[src/rtl/core/glmt_pkg.sv]
`timescale 1ns / 1ps

package glmt_pkg;

  localparam int CFG_ADDR_W = 1;
  localparam int CFG_DATA_W = 32;

  localparam logic [CFG_ADDR_W-1:0] REG_GROUP_ID = 1'b0;
  localparam logic [CFG_ADDR_W-1:0] REG_TIMEOUT  = 1'b1;

  localparam logic [2:0] REQ_HEARTBEAT = 3'd0;
  localparam logic [2:0] REQ_JOIN      = 3'd1;
  localparam logic [2:0] REQ_LEAVE     = 3'd2;
  localparam logic [2:0] REQ_TICK      = 3'd3;

  localparam logic [1:0] KIND_REPLY  = 2'd0;
  localparam logic [1:0] KIND_HEADER = 2'd1;
  localparam logic [1:0] KIND_MEMBER = 2'd2;

  localparam logic [3:0] ST_ACCEPT      = 4'd0;
  localparam logic [3:0] ST_REJECT_DUP  = 4'd1;
  localparam logic [3:0] ST_REJECT_FULL = 4'd2;
  localparam logic [3:0] ST_REFRESHED   = 4'd3;
  localparam logic [3:0] ST_LEFT        = 4'd4;
  localparam logic [3:0] ST_WRONG_GROUP = 4'd5;
  localparam logic [3:0] ST_UNKNOWN     = 4'd6;
  localparam logic [3:0] ST_IDLE_IGN    = 4'd7;
  localparam logic [3:0] ST_INVALID     = 4'd8;

  localparam logic [7:0] TIMEOUT_RESET = 8'd20;

  typedef struct packed {
    logic       capture;
    logic       start_group;
    logic       scan_start;
    logic       scan_step;
    logic       add;
    logic       refresh;
    logic       remove;
    logic       load_reply;
    logic [3:0] reply_status;
    logic       load_header;
    logic       emit_step;
    logic       load_member;
  } glmt_cmd_t;

  typedef struct packed {
    logic [2:0] req_type;
    logic       running;
    logic       group_match;
    logic       scan_done;
    logic       found;
    logic       free_found;
    logic       alive_zero;
    logic       slot_hit;
    logic       emit_last;
    logic       out_free;
  } glmt_stat_t;

endpackage

[src/rtl/core/glmt_in_if.sv]
`timescale 1ns / 1ps

interface glmt_in_if;
  logic        valid;
  logic        ready;
  logic [2:0]  req_type;
  logic [31:0] sender_id;
  logic [31:0] msg_group_id;

  modport source (output valid, output req_type, output sender_id, output msg_group_id,
                  input ready);
  modport sink (input valid, input req_type, input sender_id, input msg_group_id,
                output ready);
endinterface

[src/rtl/core/glmt_out_if.sv]
`timescale 1ns / 1ps

interface glmt_out_if;
  logic        valid;
  logic        ready;
  logic [1:0]  item_kind;
  logic [3:0]  status;
  logic [31:0] reply_dest;
  logic [31:0] member_id;
  logic [4:0]  member_count;
  logic [4:0]  dropped_count;
  logic        last;

  modport source (output valid, output item_kind, output status, output reply_dest,
                  output member_id, output member_count, output dropped_count,
                  output last, input ready);
  modport sink (input valid, input item_kind, input status, input reply_dest,
                input member_id, input member_count, input dropped_count,
                input last, output ready);
endinterface

[src/rtl/core/glmt_ram.sv]
`timescale 1ns / 1ps

module glmt_ram #(
  parameter int WIDTH = 32,
  parameter int DEPTH = 16
) (
  input  logic                     clk,
  input  logic                     we,
  input  logic [$clog2(DEPTH)-1:0] waddr,
  input  logic [WIDTH-1:0]         wdata,
  input  logic                     re,
  input  logic [$clog2(DEPTH)-1:0] raddr,
  output logic [WIDTH-1:0]         rdata
);

  logic [WIDTH-1:0] mem [DEPTH];

  always_ff @(posedge clk) begin
    if (we) begin
      mem[waddr] <= wdata;
    end
    if (re) begin
      rdata <= mem[raddr];
    end
  end

endmodule

[src/rtl/core/glmt_dp.sv]
`timescale 1ns / 1ps

module glmt_dp import glmt_pkg::*; #(
  parameter int MAX_MEMBERS = 16
) (
  input  logic                  clk,
  input  logic                  rst,
  input  logic                  cfg_we,
  input  logic [CFG_ADDR_W-1:0] cfg_addr,
  input  logic [CFG_DATA_W-1:0] cfg_wdata,
  input  logic [2:0]            in_req_type,
  input  logic [31:0]           in_sender_id,
  input  logic [31:0]           in_msg_group_id,
  input  logic                  out_ready,
  input  glmt_cmd_t             cmd,
  output glmt_stat_t            stat,
  output logic                  out_valid,
  output logic [1:0]            out_item_kind,
  output logic [3:0]            out_status,
  output logic [31:0]           out_reply_dest,
  output logic [31:0]           out_member_id,
  output logic [4:0]            out_member_count,
  output logic [4:0]            out_dropped_count,
  output logic                  out_last
);

  localparam int IDX_W = $clog2(MAX_MEMBERS);
  localparam int CNT_W = $clog2(MAX_MEMBERS + 1);
  localparam logic [CNT_W-1:0] SLOT_END = CNT_W'(MAX_MEMBERS);

  logic [2:0]             cur_type;
  logic [31:0]            cur_sender;
  logic [31:0]            cur_group;
  logic [31:0]            group_id;
  logic [7:0]             hb_timeout;
  logic                   running;
  logic [MAX_MEMBERS-1:0] valid;
  logic [CNT_W-1:0]       idx;
  logic [CNT_W-1:0]       alive;
  logic [CNT_W-1:0]       dropped;
  logic [CNT_W-1:0]       emit_cnt;
  logic                   chk_vld;
  logic [IDX_W-1:0]       chk_idx;
  logic [IDX_W-1:0]       found_idx;
  logic [IDX_W-1:0]       free_idx;
  logic                   found;
  logic                   free_found;

  logic [IDX_W-1:0] idx_lo;
  logic             rd_en;
  logic [31:0]      mem_rd;
  logic [7:0]       age_rd;
  logic             mem_we;
  logic [IDX_W-1:0] mem_waddr;
  logic             age_we;
  logic [IDX_W-1:0] age_waddr;
  logic [7:0]       age_wdata;
  logic             chk_go;
  logic             is_tick;
  logic             age_slot;
  logic [7:0]       age_inc;
  logic             expired;
  logic             emit_last;

  assign idx_lo    = idx[IDX_W-1:0];
  assign is_tick   = (cur_type == REQ_TICK);
  assign chk_go    = cmd.scan_step && chk_vld;
  assign age_slot  = chk_go && is_tick && valid[chk_idx];
  assign age_inc   = (age_rd == 8'hFF) ? age_rd : age_rd + 8'd1;
  assign expired   = (age_inc >= hb_timeout);
  assign emit_last = ((emit_cnt + CNT_W'(1)) == alive);
  assign rd_en     = (cmd.scan_step && (idx != SLOT_END)) ||
                     (cmd.emit_step && valid[idx_lo]);

  always_comb begin
    mem_we    = 1'b0;
    mem_waddr = free_idx;
    if (cmd.start_group) begin
      mem_we    = 1'b1;
      mem_waddr = '0;
    end else if (cmd.add) begin
      mem_we    = 1'b1;
      mem_waddr = free_idx;
    end
  end

  always_comb begin
    age_we    = 1'b0;
    age_waddr = chk_idx;
    age_wdata = 8'd0;
    if (age_slot) begin
      age_we    = 1'b1;
      age_wdata = age_inc;
    end else if (cmd.add) begin
      age_we    = 1'b1;
      age_waddr = free_idx;
    end else if (cmd.refresh) begin
      age_we    = 1'b1;
      age_waddr = found_idx;
    end else if (cmd.start_group) begin
      age_we    = 1'b1;
      age_waddr = '0;
    end
  end

  glmt_ram #(.WIDTH(32), .DEPTH(MAX_MEMBERS)) u_member_ram (
    .clk   (clk),
    .we    (mem_we),
    .waddr (mem_waddr),
    .wdata (cur_sender),
    .re    (rd_en),
    .raddr (idx_lo),
    .rdata (mem_rd)
  );

  glmt_ram #(.WIDTH(8), .DEPTH(MAX_MEMBERS)) u_age_ram (
    .clk   (clk),
    .we    (age_we),
    .waddr (age_waddr),
    .wdata (age_wdata),
    .re    (rd_en),
    .raddr (idx_lo),
    .rdata (age_rd)
  );

  always_ff @(posedge clk) begin
    if (rst) begin
      group_id   <= '0;
      hb_timeout <= TIMEOUT_RESET;
    end else if (cfg_we) begin
      case (cfg_addr)
        REG_GROUP_ID: group_id <= cfg_wdata;
        REG_TIMEOUT:  hb_timeout <= cfg_wdata[7:0];
        default: ;
      endcase
    end
  end

  always_ff @(posedge clk) begin
    if (cmd.capture) begin
      cur_type   <= in_req_type;
      cur_sender <= in_sender_id;
      cur_group  <= in_msg_group_id;
    end
  end

  always_ff @(posedge clk) begin
    if (rst) begin
      running <= 1'b0;
      valid   <= '0;
    end else begin
      if (cmd.start_group) begin
        running <= 1'b1;
        valid   <= {{(MAX_MEMBERS-1){1'b0}}, 1'b1};
      end
      if (age_slot && expired) begin
        valid[chk_idx] <= 1'b0;
      end
      if (cmd.add) begin
        valid[free_idx] <= 1'b1;
      end
      if (cmd.remove) begin
        valid[found_idx] <= 1'b0;
      end
    end
  end

  always_ff @(posedge clk) begin
    if (rst) begin
      chk_vld <= 1'b0;
    end else if (cmd.scan_start) begin
      chk_vld <= 1'b0;
    end else if (cmd.scan_step) begin
      chk_vld <= (idx != SLOT_END);
    end
  end

  always_ff @(posedge clk) begin
    if (cmd.scan_start) begin
      idx        <= '0;
      found      <= 1'b0;
      free_found <= 1'b0;
      alive      <= '0;
      dropped    <= '0;
    end else begin
      if (cmd.scan_step && (idx != SLOT_END)) begin
        idx     <= idx + CNT_W'(1);
        chk_idx <= idx_lo;
      end
      if (chk_go) begin
        if (valid[chk_idx] && (mem_rd == cur_sender) && !found) begin
          found     <= 1'b1;
          found_idx <= chk_idx;
        end
        if (!valid[chk_idx] && !free_found) begin
          free_found <= 1'b1;
          free_idx   <= chk_idx;
        end
      end
      if (age_slot) begin
        if (expired) begin
          dropped <= dropped + CNT_W'(1);
        end else begin
          alive <= alive + CNT_W'(1);
        end
      end
      if (cmd.load_header) begin
        idx      <= '0;
        emit_cnt <= '0;
      end
      if (cmd.emit_step) begin
        idx <= idx + CNT_W'(1);
      end
      if (cmd.load_member) begin
        emit_cnt <= emit_cnt + CNT_W'(1);
      end
    end
  end

  always_ff @(posedge clk) begin
    if (rst) begin
      out_valid <= 1'b0;
    end else if (cmd.load_reply || cmd.load_header || cmd.load_member) begin
      out_valid <= 1'b1;
    end else if (out_ready) begin
      out_valid <= 1'b0;
    end
  end

  always_ff @(posedge clk) begin
    if (cmd.load_reply) begin
      out_item_kind     <= KIND_REPLY;
      out_status        <= cmd.reply_status;
      out_reply_dest    <= cur_sender;
      out_member_id     <= '0;
      out_member_count  <= '0;
      out_dropped_count <= '0;
      out_last          <= 1'b1;
    end else if (cmd.load_header) begin
      out_item_kind     <= KIND_HEADER;
      out_status        <= ST_ACCEPT;
      out_reply_dest    <= '0;
      out_member_id     <= '0;
      out_member_count  <= 5'(alive);
      out_dropped_count <= 5'(dropped);
      out_last          <= (alive == '0);
    end else if (cmd.load_member) begin
      out_item_kind     <= KIND_MEMBER;
      out_status        <= ST_ACCEPT;
      out_reply_dest    <= '0;
      out_member_id     <= mem_rd;
      out_member_count  <= '0;
      out_dropped_count <= '0;
      out_last          <= emit_last;
    end
  end

  always_comb begin
    stat.req_type    = cur_type;
    stat.running     = running;
    stat.group_match = (cur_group == group_id);
    stat.scan_done   = (idx == SLOT_END) && !chk_vld;
    stat.found       = found;
    stat.free_found  = free_found;
    stat.alive_zero  = (alive == '0);
    stat.slot_hit    = valid[idx_lo];
    stat.emit_last   = emit_last;
    stat.out_free    = !out_valid || out_ready;
  end

endmodule

[src/rtl/core/glmt_ctrl.sv]
`timescale 1ns / 1ps

module glmt_ctrl import glmt_pkg::*; (
  input  logic       clk,
  input  logic       rst,
  input  logic       in_valid,
  output logic       in_ready,
  input  glmt_stat_t stat,
  output glmt_cmd_t  cmd
);

  typedef enum logic [7:0] {
    S_IDLE      = 8'b0000_0001,
    S_DISPATCH  = 8'b0000_0010,
    S_FIND      = 8'b0000_0100,
    S_AGE       = 8'b0000_1000,
    S_REPLY     = 8'b0001_0000,
    S_HEAD      = 8'b0010_0000,
    S_EMIT_SEEK = 8'b0100_0000,
    S_EMIT_OUT  = 8'b1000_0000
  } state_t;

  state_t     state;
  state_t     state_next;
  logic [3:0] st;
  logic [3:0] st_next;

  always_ff @(posedge clk) begin
    if (rst) begin
      state <= S_IDLE;
    end else begin
      state <= state_next;
    end
  end

  always_ff @(posedge clk) begin
    st <= st_next;
  end

  always_comb begin
    state_next = state;
    st_next    = st;
    cmd        = '0;
    in_ready   = 1'b0;
    case (state)
      S_IDLE: begin
        in_ready = 1'b1;
        if (in_valid) begin
          cmd.capture = 1'b1;
          state_next  = S_DISPATCH;
        end
      end
      S_DISPATCH: begin
        case (stat.req_type)
          REQ_JOIN: begin
            if (!stat.running) begin
              cmd.start_group = 1'b1;
              st_next         = ST_ACCEPT;
              state_next      = S_REPLY;
            end else begin
              cmd.scan_start = 1'b1;
              state_next     = S_FIND;
            end
          end
          REQ_HEARTBEAT, REQ_LEAVE: begin
            if (!stat.running) begin
              st_next    = ST_IDLE_IGN;
              state_next = S_REPLY;
            end else if (!stat.group_match) begin
              st_next    = ST_WRONG_GROUP;
              state_next = S_REPLY;
            end else begin
              cmd.scan_start = 1'b1;
              state_next     = S_FIND;
            end
          end
          REQ_TICK: begin
            if (!stat.running) begin
              st_next    = ST_IDLE_IGN;
              state_next = S_REPLY;
            end else begin
              cmd.scan_start = 1'b1;
              state_next     = S_AGE;
            end
          end
          default: begin
            st_next    = ST_INVALID;
            state_next = S_REPLY;
          end
        endcase
      end
      S_FIND: begin
        if (!stat.scan_done) begin
          cmd.scan_step = 1'b1;
        end else begin
          state_next = S_REPLY;
          case (stat.req_type)
            REQ_JOIN: begin
              if (stat.found) begin
                st_next = ST_REJECT_DUP;
              end else if (stat.free_found) begin
                cmd.add = 1'b1;
                st_next = ST_ACCEPT;
              end else begin
                st_next = ST_REJECT_FULL;
              end
            end
            REQ_HEARTBEAT: begin
              if (stat.found) begin
                cmd.refresh = 1'b1;
                st_next     = ST_REFRESHED;
              end else begin
                st_next = ST_UNKNOWN;
              end
            end
            default: begin
              if (stat.found) begin
                cmd.remove = 1'b1;
                st_next    = ST_LEFT;
              end else begin
                st_next = ST_UNKNOWN;
              end
            end
          endcase
        end
      end
      S_AGE: begin
        if (!stat.scan_done) begin
          cmd.scan_step = 1'b1;
        end else begin
          state_next = S_HEAD;
        end
      end
      S_REPLY: begin
        if (stat.out_free) begin
          cmd.load_reply   = 1'b1;
          cmd.reply_status = st;
          state_next       = S_IDLE;
        end
      end
      S_HEAD: begin
        if (stat.out_free) begin
          cmd.load_header = 1'b1;
          state_next      = stat.alive_zero ? S_IDLE : S_EMIT_SEEK;
        end
      end
      S_EMIT_SEEK: begin
        cmd.emit_step = 1'b1;
        if (stat.slot_hit) begin
          state_next = S_EMIT_OUT;
        end
      end
      S_EMIT_OUT: begin
        if (stat.out_free) begin
          cmd.load_member = 1'b1;
          state_next      = stat.emit_last ? S_IDLE : S_EMIT_SEEK;
        end
      end
      default: begin
        state_next = S_IDLE;
      end
    endcase
  end

endmodule

[src/rtl/core/group_leader_membership_table.sv]
`timescale 1ns / 1ps
// Leader-side group membership table.
// Messages enter on the req channel and result items leave on the rsp channel; both use a
// valid/ready handshake and an item moves when valid and ready are high at a clock edge.
// Every message except a tick of a running group gives one status reply. Such a tick gives
// a header followed by one item per surviving member in slot order; last marks the final item.
// The block takes one message at a time. An invalid message, a message to an idle group, a
// heartbeat or leave for another group and a join that starts the group go straight to their
// reply without a table search. Heartbeat and leave for this group and join to a running group
// search the whole table through the member memory, one slot per cycle, and then reply. A tick
// ages the table the same way, sends the header, then walks the slots again and sends one item
// per surviving member. The next message is taken as soon as the last item of the previous one
// sits in the output register.
// Reset empties the table, stops the group, sets group_id to 0 and the timeout to 20 ticks.
// The configuration port is to be written by the user only between messages; the block itself does not enforce this.
// When the receiver holds rsp.ready low, the output register keeps its item and the
// block waits.

module group_leader_membership_table import glmt_pkg::*; #(
  parameter int MAX_MEMBERS = 16
) (
  input  logic                  clk,
  input  logic                  rst,
  input  logic                  cfg_we,
  input  logic [CFG_ADDR_W-1:0] cfg_addr,
  input  logic [CFG_DATA_W-1:0] cfg_wdata,
  glmt_in_if.sink               req,
  glmt_out_if.source            rsp
);

  glmt_cmd_t  cmd;
  glmt_stat_t stat;

  glmt_ctrl u_ctrl (
    .clk      (clk),
    .rst      (rst),
    .in_valid (req.valid),
    .in_ready (req.ready),
    .stat     (stat),
    .cmd      (cmd)
  );

  glmt_dp #(.MAX_MEMBERS(MAX_MEMBERS)) u_dp (
    .clk               (clk),
    .rst               (rst),
    .cfg_we            (cfg_we),
    .cfg_addr          (cfg_addr),
    .cfg_wdata         (cfg_wdata),
    .in_req_type       (req.req_type),
    .in_sender_id      (req.sender_id),
    .in_msg_group_id   (req.msg_group_id),
    .out_ready         (rsp.ready),
    .cmd               (cmd),
    .stat              (stat),
    .out_valid         (rsp.valid),
    .out_item_kind     (rsp.item_kind),
    .out_status        (rsp.status),
    .out_reply_dest    (rsp.reply_dest),
    .out_member_id     (rsp.member_id),
    .out_member_count  (rsp.member_count),
    .out_dropped_count (rsp.dropped_count),
    .out_last          (rsp.last)
  );

endmodule
[src/flat_wrapper.sv]
// flat-port wrapper written by rule: the top's interface ports become plain ports
module group_leader_membership_table_flat import glmt_pkg::*;
#(
  parameter int MAX_MEMBERS = 16
)
  (clk, rst, cfg_we, cfg_addr, cfg_wdata, req_valid, req_req_type, req_sender_id, req_msg_group_id, req_ready, rsp_valid, rsp_item_kind, rsp_status, rsp_reply_dest, rsp_member_id, rsp_member_count, rsp_dropped_count, rsp_last, rsp_ready);
  glmt_in_if req_i ();
  glmt_out_if rsp_i ();
  input  logic clk;
  input  logic rst;
  input  logic cfg_we;
  input  logic [CFG_ADDR_W-1:0] cfg_addr;
  input  logic [CFG_DATA_W-1:0] cfg_wdata;
  input wire logic [$bits(req_i.valid)-1:0] req_valid;
  input wire logic [$bits(req_i.req_type)-1:0] req_req_type;
  input wire logic [$bits(req_i.sender_id)-1:0] req_sender_id;
  input wire logic [$bits(req_i.msg_group_id)-1:0] req_msg_group_id;
  output wire logic [$bits(req_i.ready)-1:0] req_ready;
  output wire logic [$bits(rsp_i.valid)-1:0] rsp_valid;
  output wire logic [$bits(rsp_i.item_kind)-1:0] rsp_item_kind;
  output wire logic [$bits(rsp_i.status)-1:0] rsp_status;
  output wire logic [$bits(rsp_i.reply_dest)-1:0] rsp_reply_dest;
  output wire logic [$bits(rsp_i.member_id)-1:0] rsp_member_id;
  output wire logic [$bits(rsp_i.member_count)-1:0] rsp_member_count;
  output wire logic [$bits(rsp_i.dropped_count)-1:0] rsp_dropped_count;
  output wire logic [$bits(rsp_i.last)-1:0] rsp_last;
  input wire logic [$bits(rsp_i.ready)-1:0] rsp_ready;
  assign req_i.valid = req_valid;
  assign req_i.req_type = req_req_type;
  assign req_i.sender_id = req_sender_id;
  assign req_i.msg_group_id = req_msg_group_id;
  assign req_ready = req_i.ready;
  assign rsp_valid = rsp_i.valid;
  assign rsp_item_kind = rsp_i.item_kind;
  assign rsp_status = rsp_i.status;
  assign rsp_reply_dest = rsp_i.reply_dest;
  assign rsp_member_id = rsp_i.member_id;
  assign rsp_member_count = rsp_i.member_count;
  assign rsp_dropped_count = rsp_i.dropped_count;
  assign rsp_last = rsp_i.last;
  assign rsp_i.ready = rsp_ready;
  group_leader_membership_table #(.MAX_MEMBERS(MAX_MEMBERS)) u_core (.clk(clk), .rst(rst), .cfg_we(cfg_we), .cfg_addr(cfg_addr), .cfg_wdata(cfg_wdata), .req(req_i), .rsp(rsp_i));
endmodule
[config.mk]
export PLATFORM = sky130hd
export DESIGN_NAME = group_leader_membership_table_flat
export DESIGN_NICKNAME = d
export VERILOG_FILES = /design/src/rtl/core/glmt_pkg.sv /design/src/rtl/core/glmt_in_if.sv /design/src/rtl/core/glmt_out_if.sv /design/src/rtl/core/glmt_ram.sv /design/src/rtl/core/glmt_dp.sv /design/src/rtl/core/glmt_ctrl.sv /design/src/rtl/core/group_leader_membership_table.sv /design/src/flat_wrapper.sv
export SDC_FILE = /design/constraint.sdc
export NUM_CORES = 1
export LEC_CHECK = 0
export ABC_AREA = 0
export BUFFER_PORTS_ARGS = -buffer_cell sky130_fd_sc_hd__buf_2
export CAP_MARGIN = 20
export CORE_MARGIN = 1
export CORE_UTILIZATION = 50
export DETAILED_ROUTE_END_ITERATION = 12
export MAX_ROUTING_LAYER = met4
export PLACE_DENSITY = 0.69
export REMOVE_ABC_BUFFERS = 1
export SKIP_CTS_REPAIR_TIMING = 1
export SYNTH_ARGS = -nofsm -noshare
export SYNTH_HDL_FRONTEND = slang
export SYNTH_SLANG_ARGS = --single-unit
[constraint.sdc]
create_clock -name clk -period 7.2 [get_ports clk]
set_input_delay 0 -clock clk [delete_from_list [all_inputs] [get_ports clk]]
set_output_delay 0 -clock clk [all_outputs]
set_load 0.05 [all_outputs]
==> qor.yml <==
r2r_slack_ns: 3.12
crit_arrival_ns: 4.36
num_vias: 20600
die_w_um: 273
rsz0062_at_grt: "false"
io_pins: 188
setup_viol: 0
die_area_mm2: 0.0746
gp_congestion: 0.914
insertion_delay_ns: 0.67
route.detailed.drc: 0
fp.dieH_um: 273
syn_area_per_cell_um2: 17.7
hold_violations: 0
maxCapViolations: 0
cts_made_buffers: 94
yosysSeqAreaShare_pct: 72.7
final_antenna_net_count: 0
tightest_slew_ns: 1.05
h-tree-depth: 3
cts_tree: "built"
fmax_mhz: 245
fillerInstances: 5225
core_mm2: 0.0728
dp.cells: 3147
portBuffers: 187
post_drt_wl_per_cell_um: 25.4
layout_min_cycle_time_ns: 4.08
viasPerCell: 5.90
antenna_found_initial: 3
ys_types: 74
dr.pass1.iters: 5
synth_edf_count: 804
start_kind: "register"
synthArstFlopShare_pct: 0
synth_cells: 2076
drv_slew: 0
finalCritPeriodShare_pct: 56.7
rows: 99
yosysWarnings: 0
placed_cell_area_mm2: 0.0388
relSlewSlack_pct: 28.1
skew_ns: 0.0162
overflow: 0
hold_class: "input port to register"
postLayoutCoreUtil_pct: 59.7
clockRootBuffer: "clkbuf_16"
powerDensity_mw_per_mm2: 272
post-dp-hpwl_mm: 49.5
fin_cells: 3484
path_max_fanout: 25
fin_ws_ns: 3.12
path_class: "register to register"
drt_iter0_drc: 2118
grt_max_degree: 133
cts_sinks: 933
fin_area_mm2: 0.0435
synth_flop_cell: "edfxtp_1"
grt_pass1_wl_mm: 127
clock_path_buffers: 3
initial_core_util_pct: 50.5
clk_pin_slew_worst_paths_ns: 0.06
grt_pass1_vias: 20100
p_leak_nw: 13.9
nets: 2563
ys_ff_latch: 933
end_kind: "register"
ir_worst_vdd_v: 0.000233
worst_ep_required_time_ns: 7.48
status: "complete, no violations"
layout-drive-gt1-share_pct: 24.7
dp_slack_ns: 3.06
syn-cell-area_mm2: 0.0368
track_usage_pct: 23.8
wl_mm: 88.3
syn_to_final_growth_pct: 18.4
-- state kept, by name (all words and copies together), names as in the netlist, 8 cells and up --
name / count
u_core.u_dp.u_member_ram.rdata: 32
u_core.u_dp.group_id: 32
u_core.u_dp.hb_timeout: 8
u_core.u_dp.u_age_ram.rdata: 8
u_core.u_dp.out_member_id: 32
u_core.u_dp.u_age_ram.mem: 128
u_core.u_dp.cur_group: 32
u_core.u_dp.u_member_ram.mem: 512
u_core.u_dp.valid: 16
u_core.u_dp.cur_sender: 32
u_core.u_dp.out_reply_dest: 32
u_core.u_ctrl.state: 8
-- worst max-delay path, stage by stage, from the launching register on --
cell and delay (ns):
edfxtp_1 0.83, mux2i_1 0.18, a221o_1 0.39, o22ai_2 0.36, nand3_2 0.48, o22a_1 0.54, nor3_1 0.92
-- final timing paths --
kind | startpoint | end | depth (start not counted)
setup / recovery | u_core.u_dp.chk_idx[1] | u_core.u_dp.u_age_ram.mem[8][0] | 6
hold reg to reg | u_core.u_dp.out_member_id[17] | u_core.u_dp.out_member_id[17] | 2
setup reg to reg | u_core.u_dp.chk_idx[1] | u_core.u_dp.u_age_ram.mem[8][0] | 6
hold / removal | rst | u_core.u_dp.hb_timeout[1] | 3
-- logic make-up after synthesis --
group | after synthesis | share of synthesized area, %
adders and majority gates | 15 | 0.511
xor gates and xnor gates | 85 | 2.03
AOI/OAI and AO/OA | 201 | 3.50
muxes | 215 | 12.9
DFF | 933 | 72.7
and+or+nand+nor | 490 | 6.86
buffers and inverters | 137 | 1.51
-- synthesized netlist by cell type (18+ instances only) --
cell / number / area share, %
nor4_1: 20 / 0.34
nand3_1: 23 / 0.31
inv_1: 29 / 0.30
edfxtp_1: 804 / 66
nor2_1: 63 / 0.64
dfxtp_1: 129 / 7.0
nor3_1: 44 / 0.60
and2_1: 51 / 0.87
o21ai_0: 21 / 0.29
buf_1: 18 / 0.18
xor2_1: 72 / 1.7
a21oi_1: 99 / 1.3
nand2_1: 184 / 1.9
mux4_2: 206 / 13
clkbuf_1: 70 / 0.71
-- final cells by class --
class / count / area [um^2] / share of cell area, %
Clock buffer: 116 / 2470 / 5.69
Inverter: 30 / 113 / 0.259
Sequential cell: 933 / 26700 / 61.5
Tap cell: 959 / 1200 / 2.76
Timing Repair Buffer: 378 / 2760 / 6.35
Clock inverter: 59 / 629 / 1.45
Multi-Input combinational cell: 1006 / 9580 / 22.0
Antenna cell: 3 / 7.51 / 0.0173
-- power breakdown --
group / switching, mW / total (mW) / internal (mW)
clock network: 2.07 / 4.86 / 2.79
registers: 0.245 / 6.39 / 6.14
logic: 0.371 / 0.593 / 0.222
total: 2.69 / 11.8 / 9.15
-- through the flow --
step | setup TNS, ns | hold slack (ns) | power [mW]
floorplan | -1210.84 | 0.0691 | 6.76
global placement | 0 | 0.176 | 7.00
detailed placement | 0 | 0.178 | 7.02
CTS | 0 | -0.533 | 11.8
global route | 0 | 0.0158 | 12.2
finish | 0 | 0.0108 | 11.8
-- cells in the final DEF, fill, tap and decap left out, types with 5 or more instances in the layout --
master           n
bufinv_16        9
nand3_1         22
clkinv_2        14
o211ai_1         8
nand2_1        184
nor2_1          57
and2_1          50
dfxtp_1        125
clkbuf_16       94
or3_1            6
o21ai_0         21
ha_1            15
nor4_1          20
edfxtp_1       804
o21a_1           5
clkbuf_1        18
nand2b_1        16
a221o_1          6
nor3_2           8
a211o_1          5
mux2i_1          7
xnor2_1         13
buf_4           30
nor2_4           6
inv_1           29
nor3_1          37
a22oi_1          5
buf_2          192
clkinvlp_4       5
a21oi_1         99
or4_1            7
xor2_1          72
clkinv_1        23
dlygate4sd3_1  148
nor2b_1         13
a31oi_1         14
nand4_1         15
o31ai_1          6
mux4_2         206
-- layer usage --
metal	part of all wire (%)	track usage [%]	vias up
met5	0	-	-
met4	2.8	7.23	0
met3	7.1	4.30	175
met2	50	38.0	913
met1	40	31.2	10600
li1	-	-	8921
Power figures use the tool's default switching activity.
